==> src/design/uartrx_pkg.sv <==
// Shared constants for the 8N1 serial receiver with receive FIFO.
package uartrx_pkg;

    // Receive FIFO geometry.
    localparam int FIFO_DEPTH = 16;
    localparam int PTR_W      = $clog2(FIFO_DEPTH);
    localparam int CNT_W      = $clog2(FIFO_DEPTH + 1);

    // Bit period register and tick counter widths.
    localparam int PERIOD_W = 9;
    localparam int TICK_W   = 8;
    localparam logic [PERIOD_W-1:0] PERIOD_RESET = 9'd104;
    localparam logic [PERIOD_W-1:0] PERIOD_MIN   = 9'd1;
    localparam logic [PERIOD_W-1:0] PERIOD_MAX   = 9'd256;

    // Bit counter width and number of data bits per frame.
    localparam int BIT_W = 4;
    localparam logic [BIT_W-1:0] DATA_BITS = 4'd8;

    // Receiver phase codes.
    localparam logic [1:0] PH_IDLE  = 2'd0;
    localparam logic [1:0] PH_START = 2'd1;
    localparam logic [1:0] PH_DATA  = 2'd2;
    localparam logic [1:0] PH_STOP  = 2'd3;

endpackage

==> src/design/uart_rx_8n1_with_fifo.sv <==
// Top level: 8N1 serial receiver with a 16-entry receive FIFO.
//
// Each input word is one timer tick carrying the sampled rx line level and a
// read request; every tick yields exactly one output word with the popped
// byte (or zero), a pop flag and the FIFO fill level after the tick. The
// block takes one tick per clock cycle while out_stall is low: a tick passes
// through an input register and then the receiver, FIFO and read logic into
// the output register, which offers its result word. A falling edge while
// idle starts a frame; the start bit is sampled (bit_period - 1) / 4 ticks
// later (at least one), later bits bit_period ticks apart. A high start
// sample aborts, a high stop bit pushes the byte (dropped when the FIFO is
// full), and a low stop bit discards it. Within one tick the push is done
// before the pop, so a byte received on that tick can be read at once.
// bit_period is written through cfg_wr_en / cfg_wr_data by the user only
// while the block is idle; the block itself does not enforce this. Zero
// acts as one and values above 256 act as 256.
module uart_rx_8n1_with_fifo
(
    input  logic                                  clk,
    input  logic                                  rst_n,
    // Configuration write port.
    input  logic                                  cfg_wr_en,
    input  logic [uartrx_pkg::PERIOD_W-1:0]       cfg_wr_data,
    // Tick input channel.
    input  logic                                  in_valid,
    output logic                                  in_stall,
    input  logic                                  rx_level,
    input  logic                                  read_request,
    // Result output channel.
    output logic                                  out_valid,
    input  logic                                  out_stall,
    output logic [7:0]                            read_data,
    output logic                                  read_valid,
    output logic [uartrx_pkg::CNT_W-1:0]          fifo_level
);

    // Configuration register.
    logic [uartrx_pkg::PERIOD_W-1:0] bit_period_reg;

    // Input register.
    logic s1_valid_reg;
    logic s1_level_reg;
    logic s1_read_reg;

    // Receiver state.
    logic                             line_prev_reg;
    logic [1:0]                       phase_reg;
    logic [uartrx_pkg::TICK_W-1:0]    tick_reg;
    logic [uartrx_pkg::BIT_W-1:0]     bit_index_reg;
    logic [7:0]                       shift_reg;

    // FIFO state.
    logic [7:0]                       fifo_mem [uartrx_pkg::FIFO_DEPTH];
    logic [uartrx_pkg::PTR_W-1:0]     wr_ptr_reg;
    logic [uartrx_pkg::PTR_W-1:0]     rd_ptr_reg;
    logic [uartrx_pkg::CNT_W-1:0]     count_reg;

    // Output register.
    logic                             out_valid_reg;
    logic [7:0]                       read_data_reg;
    logic                             read_valid_reg;
    logic [uartrx_pkg::CNT_W-1:0]     fifo_level_reg;

    // Next-state values.
    logic [1:0]                       phase_next;
    logic [uartrx_pkg::TICK_W-1:0]    tick_next;
    logic [uartrx_pkg::BIT_W-1:0]     bit_index_next;
    logic [7:0]                       shift_next;
    logic [uartrx_pkg::CNT_W-1:0]     count_next;
    logic [uartrx_pkg::PTR_W-1:0]     wr_ptr_next;
    logic [uartrx_pkg::PTR_W-1:0]     rd_ptr_next;

    // Helper signals.
    logic                             advance;
    logic                             in_accept;
    logic [uartrx_pkg::PERIOD_W-1:0]  period_eff;
    logic [uartrx_pkg::PERIOD_W-1:0]  period_m1;
    logic [uartrx_pkg::TICK_W-1:0]    start_delay;
    logic [uartrx_pkg::TICK_W-1:0]    start_load;
    logic                             push;
    logic                             pop;
    logic                             bypass;
    logic [uartrx_pkg::CNT_W-1:0]     count_mid;
    logic [uartrx_pkg::BIT_W-1:0]     bit_index_inc;

    // Handshake: a tick moves on when the output register is free or drains.
    assign advance   = s1_valid_reg && (!out_valid_reg || !out_stall);
    assign in_stall  = s1_valid_reg && !advance;
    assign in_accept = in_valid && !in_stall;

    // Effective bit period and the derived counter loads.
    always_comb
    begin
        if (bit_period_reg == '0)
            period_eff = uartrx_pkg::PERIOD_MIN;
        else if (bit_period_reg > uartrx_pkg::PERIOD_MAX)
            period_eff = uartrx_pkg::PERIOD_MAX;
        else
            period_eff = bit_period_reg;
        period_m1   = period_eff - uartrx_pkg::PERIOD_MIN;
        start_delay = {2'b00, period_m1[7:2]};
        start_load  = (start_delay == '0) ? '0 : start_delay - 8'd1;
    end

    // Receiver sequencing for the tick held in the input register.
    always_comb
    begin
        phase_next     = phase_reg;
        tick_next      = tick_reg;
        bit_index_next = bit_index_reg;
        shift_next     = shift_reg;
        push           = 1'b0;
        bit_index_inc  = bit_index_reg + 4'd1;
        if (phase_reg == uartrx_pkg::PH_IDLE)
        begin
            if (line_prev_reg && !s1_level_reg)
            begin
                tick_next      = start_load;
                phase_next     = uartrx_pkg::PH_START;
                bit_index_next = '0;
                shift_next     = '0;
            end
        end
        else if (tick_reg != '0)
        begin
            tick_next = tick_reg - 8'd1;
        end
        else
        begin
            tick_next = period_m1[uartrx_pkg::TICK_W-1:0];
            unique case (phase_reg)
                uartrx_pkg::PH_START:
                begin
                    if (s1_level_reg)
                    begin
                        phase_next = uartrx_pkg::PH_IDLE;
                    end
                    else
                    begin
                        phase_next     = uartrx_pkg::PH_DATA;
                        bit_index_next = '0;
                        shift_next     = '0;
                    end
                end
                uartrx_pkg::PH_DATA:
                begin
                    shift_next = shift_reg
                               | (8'(s1_level_reg) << bit_index_reg[2:0]);
                    bit_index_next = bit_index_inc;
                    if (bit_index_inc >= uartrx_pkg::DATA_BITS)
                        phase_next = uartrx_pkg::PH_STOP;
                end
                uartrx_pkg::PH_STOP:
                begin
                    push = s1_level_reg
                        && (count_reg != uartrx_pkg::CNT_W'(uartrx_pkg::FIFO_DEPTH));
                    phase_next     = uartrx_pkg::PH_IDLE;
                    bit_index_next = '0;
                    shift_next     = '0;
                end
                uartrx_pkg::PH_IDLE:
                begin
                    phase_next = uartrx_pkg::PH_IDLE;
                end
            endcase
        end
    end

    // FIFO bookkeeping: the push of this tick comes before its pop.
    always_comb
    begin
        count_mid  = count_reg + uartrx_pkg::CNT_W'(push);
        pop        = s1_read_reg && (count_mid != '0);
        bypass     = (count_reg == '0);
        count_next = count_mid - uartrx_pkg::CNT_W'(pop);
        if (push)
            wr_ptr_next = (wr_ptr_reg == uartrx_pkg::PTR_W'(uartrx_pkg::FIFO_DEPTH - 1))
                        ? '0 : wr_ptr_reg + 1'b1;
        else
            wr_ptr_next = wr_ptr_reg;
        if (pop)
            rd_ptr_next = (rd_ptr_reg == uartrx_pkg::PTR_W'(uartrx_pkg::FIFO_DEPTH - 1))
                        ? '0 : rd_ptr_reg + 1'b1;
        else
            rd_ptr_next = rd_ptr_reg;
    end

    // Configuration register.
    always_ff @(posedge clk or negedge rst_n)
    begin
        if (!rst_n)
            bit_period_reg <= uartrx_pkg::PERIOD_RESET;
        else if (cfg_wr_en)
            bit_period_reg <= cfg_wr_data;
    end

    // Input register valid.
    always_ff @(posedge clk or negedge rst_n)
    begin
        if (!rst_n)
            s1_valid_reg <= 1'b0;
        else if (in_accept)
            s1_valid_reg <= 1'b1;
        else if (advance)
            s1_valid_reg <= 1'b0;
    end

    // Input register payload.
    always_ff @(posedge clk)
    begin
        if (in_accept)
        begin
            s1_level_reg <= rx_level;
            s1_read_reg  <= read_request;
        end
    end

    // Receiver and FIFO control state.
    always_ff @(posedge clk or negedge rst_n)
    begin
        if (!rst_n)
        begin
            line_prev_reg <= 1'b1;
            phase_reg     <= uartrx_pkg::PH_IDLE;
            tick_reg      <= '0;
            bit_index_reg <= '0;
            shift_reg     <= '0;
            wr_ptr_reg    <= '0;
            rd_ptr_reg    <= '0;
            count_reg     <= '0;
        end
        else if (advance)
        begin
            line_prev_reg <= s1_level_reg;
            phase_reg     <= phase_next;
            tick_reg      <= tick_next;
            bit_index_reg <= bit_index_next;
            shift_reg     <= shift_next;
            wr_ptr_reg    <= wr_ptr_next;
            rd_ptr_reg    <= rd_ptr_next;
            count_reg     <= count_next;
        end
    end

    // FIFO storage write.
    always_ff @(posedge clk)
    begin
        if (advance && push)
            fifo_mem[wr_ptr_reg] <= shift_reg;
    end

    // Output word payload; an empty FIFO forwards the byte pushed this tick.
    always_ff @(posedge clk)
    begin
        if (advance)
        begin
            if (!pop)
                read_data_reg <= '0;
            else if (bypass)
                read_data_reg <= shift_reg;
            else
                read_data_reg <= fifo_mem[rd_ptr_reg];
            read_valid_reg <= pop;
            fifo_level_reg <= count_next;
        end
    end

    // Output word valid.
    always_ff @(posedge clk or negedge rst_n)
    begin
        if (!rst_n)
            out_valid_reg <= 1'b0;
        else if (advance)
            out_valid_reg <= 1'b1;
        else if (!out_stall)
            out_valid_reg <= 1'b0;
    end

    assign out_valid  = out_valid_reg;
    assign read_data  = read_data_reg;
    assign read_valid = read_valid_reg;
    assign fifo_level = fifo_level_reg;

    // The fill count never exceeds the FIFO depth.
    assert property (@(posedge clk) disable iff (!rst_n)
        count_reg <= uartrx_pkg::CNT_W'(uartrx_pkg::FIFO_DEPTH))
        else $error("FIFO count above depth");

    // An empty FIFO has its pointers together.
    assert property (@(posedge clk) disable iff (!rst_n)
        count_reg == '0 |-> wr_ptr_reg == rd_ptr_reg)
        else $error("FIFO pointers apart while empty");

    // While idle the bit counter and shift register are clear.
    assert property (@(posedge clk) disable iff (!rst_n)
        phase_reg == uartrx_pkg::PH_IDLE |-> bit_index_reg == '0 && shift_reg == '0)
        else $error("receiver idle with stale frame state");

    // A read of a non-empty FIFO yields a popped byte in the next output word.
    assert property (@(posedge clk) disable iff (!rst_n)
        advance && s1_read_reg && count_reg != '0 |=> out_valid_reg && read_valid_reg)
        else $error("read of non-empty FIFO gave no byte");

    // The input side stalls only while a tick is held.
    assert property (@(posedge clk) disable iff (!rst_n)
        !s1_valid_reg |-> !in_stall)
        else $error("input stalled with empty input register");

endmodule

==> config.mk <==
export PLATFORM = sky130hd
export DESIGN_NAME = uart_rx_8n1_with_fifo
export DESIGN_NICKNAME = d
export VERILOG_FILES = /design/src/design/uartrx_pkg.sv /design/src/design/uart_rx_8n1_with_fifo.sv
export SDC_FILE = /design/constraint.sdc
export NUM_CORES = 1
export LEC_CHECK = 0
export ABC_AREA = 0
export BUFFER_PORTS_ARGS = -buffer_cell sky130_fd_sc_hd__buf_2
export CAP_MARGIN = 0
export CORE_ASPECT_RATIO = 1.75
export CORE_MARGIN = 2
export CORE_UTILIZATION = 56
export DETAILED_ROUTE_END_ITERATION = 16
export PLACE_DENSITY = 0.76
export SKIP_CTS_REPAIR_TIMING = 1
export SLEW_MARGIN = 20
export SYNTH_ARGS = -nofsm -noshare
export SYNTH_HDL_FRONTEND = slang
export SYNTH_SLANG_ARGS = --single-unit
==> constraint.sdc <==
create_clock -name clk -period 3.5 [get_ports clk]
set_input_delay 1.05 -clock clk [delete_from_list [all_inputs] [get_ports clk]]
set_output_delay 1.05 -clock clk [all_outputs]
set_load 0.01 [all_outputs]
After elaboration in Yosys (flattened, before gate mapping)
Memories as Yosys holds them, arrays and structs flattened.
Cells that the tools add are included.
- bits in writable memories: 128
- memories kept: 1
- register bits: 63
- output and inout port bits: 16
- input bits: 16
- logic and storage cells: 100
- muxes and demuxes: 34
- bitwise gates (word level): 1
- reductions and logical operators: 26
- $add $sub $neg: 8
- shift operators: 1
- equal/unequal tests: 11
- $lt $le $gt $ge: 2
- memories (memory ; depth ; width ; read ports ; clocked after memory_dff ; wr ports ; RTL line ; source):
    fifo_mem ; 16 ; 8 ; 1 ; 0 ; 1 ; uart_rx_8n1_with_fifo.sv:53 ; logic [7:0] fifo_mem [uartrx_pkg::FIFO_DEPTH];
- operators by type and width (kind ; count):
    8-bit two-way mux ; 11
    4-bit two-way mux ; 6
    8-bit case mux with 3 select lines ; 1
    8-bit by 1-bit subtractor with 8-bit output (second input constant) ; 2
    4-bit by 1-bit adder with 4-bit output (second input constant) ; 3
    4-bit case mux with 3 select lines ; 1
    2-bit two-way mux ; 5
    9-bit > comparator (second input constant) ; 1
    9-bit zero test ; 1
    1-bit two-way mux ; 9
    4-bit equality test (second input constant) ; 2
    8-bit OR ; 1
    8-bit nonzero test ; 1
    1-bit by 3-bit << shifter with 8-bit output ; 1
    1-bit logical AND ; 7
    6-bit by 1-bit subtractor with 7-bit output (second input constant) ; 1
    6-bit zero test ; 1
    3-bit != test (second input constant) ; 2
    2-bit case mux with 3 select lines ; 1
    2-bit AND reduction ; 3
    5-bit by 1-bit adder with 5-bit output ; 1
    1-bit zero test ; 5
    5-bit zero test ; 1
    5-bit != test (second input constant) ; 1
    13 further kinds ; 15

Depth between registers and ports, before layout
- depth after elaboration: 9
- depth in mapped cells: 20
- depth with buffers taken out: 18

Least setup slack after synthesis
OpenSTA, ideal clock, no wires.
- path kind: reg-to-reg
- start: reg tick_reg[4] in the netlist's numbering
- end: reg count_reg[4] in the netlist's numbering
- buffers on the path: 2
- arrival: 3693 ps
- stages on the path, launching flop included: 19
- required time: 3413 ps
- setup slack: -280 ps
- path through: dfrtp_1 -> or4_4 -> or4_1 -> buf_6 -> buf_6 -> nor4_1 -> ha_1 -> ha_1 -> nand3_1 -> xnor2_1 -> nand3_1 -> nand2_1 -> inv_1 -> ha_1 -> ha_1 -> nand3_1 -> xor2_1 -> nand2_1 -> o21ai_0
- cells in the longest elaborated chain, start to end: 7
- ends and longest elaborated chain (element ; RTL line ; source):
    start: declaration ; uart_rx_8n1_with_fifo.sv:48 ; logic [uartrx_pkg::TICK_W-1:0] tick_reg;
    start signal: assignment ; uart_rx_8n1_with_fifo.sv:236 ; tick_reg <= tick_next;
    8-bit nonzero test ; uart_rx_8n1_with_fifo.sv:124 ; else if (tick_reg != '0)
    1-bit two-way mux ; uart_rx_8n1_with_fifo.sv:124 ;
    1-bit two-way mux ; uart_rx_8n1_with_fifo.sv:114 ; if (phase_reg == uartrx_pkg::PH_IDLE)
    5-bit by 1-bit adder with 5-bit output ; uart_rx_8n1_with_fifo.sv:172 ; count_mid = count_reg + uartrx_pkg::CNT_W'(push);
    5-bit nonzero test ; uart_rx_8n1_with_fifo.sv:173 ; pop = s1_read_reg && (count_mid != '0);
    1-bit logical AND ; uart_rx_8n1_with_fifo.sv:173 ;
    named net pop ; uart_rx_8n1_with_fifo.sv:81 ; logic pop;
    5-bit by 1-bit subtractor with 5-bit output ; uart_rx_8n1_with_fifo.sv:175 ; count_next = count_mid - uartrx_pkg::CNT_W'(pop);
    named net count_next (one bit) ; uart_rx_8n1_with_fifo.sv:69 ; logic [uartrx_pkg::CNT_W-1:0] count_next;
    end signal: assignment ; uart_rx_8n1_with_fifo.sv:241 ; count_reg <= count_next;
    end: declaration ; uart_rx_8n1_with_fifo.sv:56 ; logic [uartrx_pkg::CNT_W-1:0] count_reg;
The timed path passes the listed nets, and every way through them passes these cells.
A chain may end at the register's enable or synchronous reset.

Worst setup path in the final report
Same ends and word-level chain as after synthesis.

==> flow_summary.yaml <==
sta:
  tightest_slew_ns: 0.696
  relSlewSlack_pct: 53.6
  hold_violations: 0
  worst_slack_ns: 0.107
  post-route-min-period_ns: 3.39
  fin_crit_sh_pct: 96.9
  hold_slack_ns: 0.479
  setup_tns_ns: 0
  finalSetupViolCount: 0
  drv_slew: 0
  rsz0062_at_grt: "yes"
  clock.fmax_mhz: 295
  skew_ns: 0.0137
drt:
  wl_per_cell_um: 21.7
  ant_nets: 0
  finalWirelength_um: 17200
  num_vias: 4873
  drt-initial-drc-count: 338
  dr.pass1.iters: 5
  post_drt_via_cell_ratio: 6.15
  routed-wl-met3_um: 616
  wl_met2_um: 9970
  wl_met1_um: 5860
  dr.max_layer_used: "met4"
  route.detailed.drc: 0
synth:
  synth_area_leader_cell: "edfxtp_1"
  ys_seq_area_share_pct: 65.8
  syn_nets: 582
  synth_edf_count: 144
  synth_ff_type: "edfxtp_1"
  async_reset_ff_share_pct: 24.6
  synth-seq-cells: 191
  synthesis.area_mm2: 0.00837
  synth_top_area_share_pct: 51.7
  yosysWarnings: 0
  synthDistinctLibCells: 61
  synth_cells: 548
  postSynthAreaPerCell_um2: 15.3
  synth.top_cells.by_area: "edfxtp_1 52%, dfrtp_1 13%, mux4_2 8.6%"
placement:
  io_buffer_count: 31
  dp_hpwl_um: 12400
  dp_slack_ns: 0.0453
  placed_cells: 759
  dpl-instance-area_mm2: 0.00889
  place.gp.congestion: 0.894
worst_setup_path:
  crit_top_cell: "ha_4"
  critical_path.max_fanout: 5
  rrSetupSlack_ns: 0.11
  crit_chain: "or4_4 -> or4_4 -> nor4_4 -> ha_2 -> ha_4 -> nand3_4 -> xnor2_2 -> nand3_1 -> nand2_2 -> inv_4 -> ha_4 -> ha_4 -> nand3_2 -> xor2_2 -> nand2_1 -> o21ai_1"
  reg2reg_from: "tick_reg[4]$_DFFE_PN0P_"
  worstSetupPathType: "flip-flop to flip-flop"
  crit_arrival_ns: 3.73
  reg2reg_depth: 16
  critPathTopFamily: "simple AND/OR/NAND/NOR gates"
  timing.rr.end: "count_reg[4]$_DFFE_PN0P_"
  critPathBufInv: 1
  worst_path_max_delay_cell: "or4_4"
  critPathLaunchType: "flip-flop"
  worstPathRequired_ns: 3.84
  max_stage_delay_ns: 0.57
  crit_path_end_kind: "flip-flop"
global_routing:
  grt_max_degree: 32
  antenna_found_initial: 0
  overflow: 0
  grtUsageTotal_pct: 23.2
  grt_pass1_vias: 5102
  grt_pass1_wl_um: 27200
clock_network:
  root_buffer: "clkbuf_16"
  cts_num_sinks: 191
  clock_latency_ns: 0.43
  cts_tree: "built"
  clk_pin_slew_worst_paths_ns: 0.07
  cts.htree.levels: 4
  clk_path_buf_depth: 2
  numCtsBuffers: 17
status:
  outcome: "completed"
pwr:
  power_mw: 6.03
  cellPowerDensity_mw_per_mm2: 632
  peakVddDrop_v: 0.000384
  p_leak_nw: 3.58
finish:
  seq_area_mm2: 0.00551
  fin_area_mm2: 0.00953
  syn_to_final_growth_pct: 13.9
  multiInputGateArea_mm2: 0.00280
  num_antenna_cells: 0
  nNetsFinal: 631
  nFillCells: 1062
  final_layout_size_suffix_gt1_share_pct: 26.4
  largest_reg_flops: 128
  finish.utilization_pct: 64.6
  fin_cells: 793
min_path:
  holdPathStages: 1
  min_to: "out_valid$_DFFE_PN0P_"
  hold_class: "flip-flop to flip-flop"
  worstHoldStart: "s1_valid_reg$_DFFE_PN0P_"
die:
  coreArea_mm2: 0.0148
  fp-row-count: 59
  dieHeight_um: 166
  initial_core_util_pct: 56.7
  ios: 32
  die_width_um: 96.4
  die-area_mm2: 0.0160
flow_run:
  maxCapViolations: 0
-- cell usage in the layout (no fill, tap or decap), drive strengths merged, types with 3 or more instances in the layout --
cell,netlist,routed
a211oi,9,9
a21o,5,5
a21oi,21,21
a31oi,5,5
and2,17,17
buf,11,51
clkbuf,10,18
clkinv,0,5
dfrtp,43,43
dfstp,4,4
edfxtp,144,144
ha,18,18
inv,22,30
mux2,16,16
mux2i,10,10
mux4,32,32
nand2,31,31
nand2b,4,4
nand3,16,16
nand4,3,3
nor2,18,18
nor2b,5,5
nor3,8,8
nor4,6,6
o21ai,25,25
o22ai,9,9
or3,5,5
or4,4,4
xnor2,6,6
xor2,8,8
-- cell families (layout without fill, tap and decap cells) --
group | after synthesis | count (layout) | synth area share (%)
AO/OA/AOI/OAI | 97 | 97 | 7.47
XOR/XNOR | 14 | 14 | 1.46
adder cells (fa/ha/maj) | 18 | 18 | 2.69
buffers and inverters | 43 | 105 | 2.17
flip-flops | 191 | 191 | 65.8
multiplexers | 58 | 58 | 12.0
AND/OR/NAND/NOR | 127 | 127 | 8.49
-- routing by layer --
layer  global-route usage (%)  vias to the layer above
met3                     3.58                       36
met1                     24.9                     2453
met2                     43.0                      145
li1                         -                     2239
met5                        0                        -
met4                     10.7                        0
-- synth_stat cells (6+ instances only) --
cell	n
clkbuf_1	10
mux4_2	32
and2_1	17
xnor2_1	6
a21oi_1	21
dfrtp_1	43
inv_1	22
nor2_1	17
nand2_1	31
edfxtp_1	144
nand3_1	16
nor3_1	7
o21ai_0	23
mux2i_1	10
o22ai_1	9
ha_1	18
a211oi_1	9
xor2_1	8
mux2_2	16
-- report_power, final --
| part | switching, mW | internal (mW) |
|---|---|---|
| registers | 0.301 | 2.62 |
| clock network | 0.913 | 0.964 |
| logic | 0.612 | 0.612 |
| total | 1.83 | 4.20 |
-- layout make-up --
class	count	share of cell area, %
Clock buffer	18	4.50
Clock inverter	14	1.69
Inverter	22	0.893
Multi-Input combinational cell	314	29.4
Sequential cell	191	57.8
Tap cell	183	2.40
Timing Repair Buffer	51	3.33
-- worst max-delay path by stage --
stage / from / depth (start not counted) / to
floorplan: tick_reg[4]$_DFFE_PN0P_ / 18 / count_reg[4]$_DFFE_PN0P_
global placement: tick_reg[4]$_DFFE_PN0P_ / 16 / count_reg[4]$_DFFE_PN0P_
detailed placement: tick_reg[4]$_DFFE_PN0P_ / 16 / count_reg[4]$_DFFE_PN0P_
CTS: tick_reg[4]$_DFFE_PN0P_ / 16 / count_reg[4]$_DFFE_PN0P_
global route: tick_reg[4]$_DFFE_PN0P_ / 16 / count_reg[4]$_DFFE_PN0P_
finish: tick_reg[4]$_DFFE_PN0P_ / 16 / count_reg[4]$_DFFE_PN0P_
(Power assumes the default switching activity.)
